--- src/rtl/lss_ram.sv ---
`default_nettype none

module lss_ram #(
  parameter int WIDTH = 8,
  parameter int DEPTH = 2,
  localparam int AW = $clog2(DEPTH)
) (
  input  wire              clk,
  input  wire              wr_en,
  input  wire  [AW-1:0]    wr_addr,
  input  wire  [WIDTH-1:0] wr_data,
  input  wire              rd_en,
  input  wire  [AW-1:0]    rd_addr,
  output logic [WIDTH-1:0] rd_data
);

  logic [WIDTH-1:0] mem [DEPTH];

  // Registered read.
  always_ff @(posedge clk) begin
    if (wr_en) begin
      mem[wr_addr] <= wr_data;
    end
    if (rd_en) begin
      rd_data <= mem[rd_addr];
    end
  end

endmodule

`default_nettype wire

--- config.mk ---
export PLATFORM = sky130hd
export DESIGN_NAME = lss_ram
export DESIGN_NICKNAME = d
export VERILOG_FILES = /design/src/rtl/lss_ram.sv
export SDC_FILE = /design/constraint.sdc
export NUM_CORES = 1
export LEC_CHECK = 0
export BUFFER_PORTS_ARGS = -buffer_cell sky130_fd_sc_hd__buf_2
export CAP_MARGIN = 20
export CORE_MARGIN = 3
export CORE_UTILIZATION = 29
export CTS_CLUSTER_DIAMETER = 120
export DETAILED_ROUTE_END_ITERATION = 16
export HOLD_SLACK_MARGIN = 0.12
export PLACE_DENSITY = 0.47
export SYNTH_ARGS = -nofsm -noshare
export SYNTH_HDL_FRONTEND = slang
export SYNTH_SLANG_ARGS = --single-unit
--- constraint.sdc ---
create_clock -name clk -period 2.4 [get_ports clk]
set_clock_uncertainty 0.05 [all_clocks]
set_input_delay 0.36 -clock clk [delete_from_list [all_inputs] [get_ports clk]]
set_output_delay 0.36 -clock clk [all_outputs]
set_load 0.005 [all_outputs]
==> flow_summary_export.csv <==
group,metric,value,unit
run_status,outcome,"complete, no violations",
timing,worst_slack,1170,ps
final_layout,instances_no_fill,89,
pwr,power,838,uW
route,drtIter0Drc,2,
final_layout,drive_above_1_share,55.2,%
placement,dpl.cell_count,85,
route,wire_per_inst,12.0,um
synth,synth_nets,48,
clock_tree,numCtsBuffers,3,
synth,avgSynthCellArea,24.7,um^2
global_routing,antenna_found_initial,0,
critical_path,r2r_start,"mem[1][0]",
global_routing,grtUsageTotal,6.66,%
route,ant_nets,0,
critical_path,endpoint,"rd_data[2]",
final_layout,syn_to_final_growth,20.8,%
timing,rsz0062_at_grt,"no",
clock_tree,cts_resized,0,
placement,globalplace.congestion,0.684,
run,max-cap-violations,0,
synth,ys_seq_elements,24,
synth,synth_top_family_by_area,"multiplexers",
timing,fin_crit,1230,ps
critical_path,cp.arrival,820,ps
critical_path,slowest_delay,390,ps
floorplanning,fp.dieH,60.6,um
critical_path,ff2ff_setup_slack,1450,ps
timing,period_share,51.3,%
clock_tree,htree_levels,1,
critical_path,path_cells,"buf_2",
placement,dp_slack,942,ps
global_routing,grt_max_degree,15,
hold_path,holdCritPathClass,"in -> reg",
critical_path,cp-startpoint,"rd_data[2]",
pwr,power.density_cell_area,803,nW/um^2
synth,muxShareOfSynthArea,13.9,%
synth,ys_seq_area_share,83.4,%
pwr,p_leak,0.406,nW
floorplanning,initial_core_util,30.8,%
clock_tree,cts_tree,"yes",
global_routing,gr-total-overflow,0,
critical_path,path_max_fanout,1,
final_layout,seqCellArea,721,um^2
synth,synth-compound-area-share,0,%
floorplanning,design.core.area,2810,um^2
route,num_vias,362,
route,routed_wl,1070,um
timing,worstMarginPinSlew,708,ps
final_layout,final_util,37.2,%
timing,slew_violations,0,
floorplanning,io_pins,21,
synth,yosysWarnings,0,
timing,setup_tns,0,ps
route,vias_per_cell,4.07,
clock_tree,clock-sinks,24,
final_layout,final_net_count,72,
synth,synthAdderAreaFrac,0,%
final_layout,antennaDiodeCount,0,
critical_path,cpLargestDelayFamily,"flip-flops",
placement,port_buffers,20,
synth,yosys.area_share.simple,1.45,%
clock_tree,root_buffer,"clkbuf_4",
timing,setup_viol,0,
critical_path,slowest_stage,"edfxtp_1",
global_routing,grt_pass1_vias,344,
clock_tree,holdBufCountCts,0,
route,drcViolationCount,0,
clock_tree,post-cts-setup-buffers,0,
floorplanning,rows,19,
clock_tree,clockBufferDepth,2,
critical_path,cp.buffers_inverters,1,
global_routing,grt_pass1_wl,1650,um
critical_path,crit_required,1990,ps
critical_path,crit_type,"reg -> out",
clock_tree,worst_skew_pair.late_latency,310,ps
final_layout,multi_input_area,133,um^2
synth,synthesis.area,865,um^2
critical_path,critical_path_depth,1,
floorplanning,die_area,3670,um^2
critical_path,timing.rr.end,"rd_data[0]",
floorplanning,die_w,60.6,um
synth,synth_xor_xnor_area_share,0,%
pwr,peakVddDrop,0.439,mV
critical_path,cp-start-kind,"flip-flop",
synth,ys_types,5,
synth,postSynthCellCount,35,
timing,max_freq,0.812,GHz
final_layout,fillCellCount,274,
clock_tree,clkTransAtPathRegs,130,ps
timing,hold_violations,0,
critical_path,endpoint_kind,"output port",
timing,max_slew_margin,52.7,%
route,detail_route.first_pass.iterations,2,
critical_path,rr_worst_depth,1,
layout by cell type, fill, tap and decap left out:
cell type,Yosys,layout
and2_1,1,1
buf_2,0,20
bufinv_16,0,1
clkbuf_4,0,3
edfxtp_1,24,24
mux2_4,8,8
nor2b_1,1,1
how the worst min path moves through the flow:
stage                     depth (start not counted)          to  slack [ps]       start
after floorplan                                   0   mem[0][0]         410  wr_data[0]
after global placement                            1  rd_data[5]         480   mem[1][5]
after detailed placement                          1  rd_data[1]         490   mem[1][1]
after CTS                                         1   mem[1][4]         160  wr_data[4]
after global routing                              1   mem[0][1]         140  wr_data[1]
final                                             1   mem[0][7]         180  wr_data[7]
per-layer routing:
| metal | wire, um | global-route usage [%] | part of all wire (%) | vias to the layer above |
|---|---|---|---|---|
| li1 | - | - | - | 182 |
| met1 | 452 | 9.14 | 42 | 159 |
| met2 | 463 | 8.55 | 43 | 21 |
| met3 | 150 | 5.11 | 14 | 0 |
| met4 | 0 | 0.929 | 0 | 0 |
| met5 | 0 | 0 | 0 | - |
cell families (layout without fill, tap and decap cells):
logic type             after synthesis  in the layout
flip-flops                          24             24
AND/OR/NAND/NOR                      2              2
buffers and inverters                1             24
multiplexers                         8              8
flip-flops by register name, summed over array words and instances (netlist names):
register and cells:
mem 16, rd_data 8
power breakdown:
part	internal (mW)	leakage, nW	switching, mW
clock network	0.169	0.0279	0.114
logic	0.0316	0.149	0.0225
registers	0.495	0.228	0.00660
total	0.695	0.406	0.143
synthesized netlist by cell type:
master / count / area (um^2)
and2_1: 1 / 6.26
buf_6: 1 / 11.3
edfxtp_1: 24 / 721
mux2_4: 8 / 120
nor2b_1: 1 / 6.26
per-stage QoR:
step | hold WS [ps] | cell area [um^2]
floorplan | 409 | 865
global placement | 485 | 992
detailed placement | 488 | 992
CTS | 162 | 1040
global route | 138 | 1040
finish | 178 | 1040
final cells by class:
class / count / share of cell area [%]
Clock inverter: 1 / 2.87
Tap cell: 31 / 3.71
Sequential cell: 24 / 69.0
Clock buffer: 3 / 2.16
Timing Repair Buffer: 20 / 9.58
Multi-Input combinational cell: 10 / 12.7
Note: power is estimated with default switching activity, not from simulation.
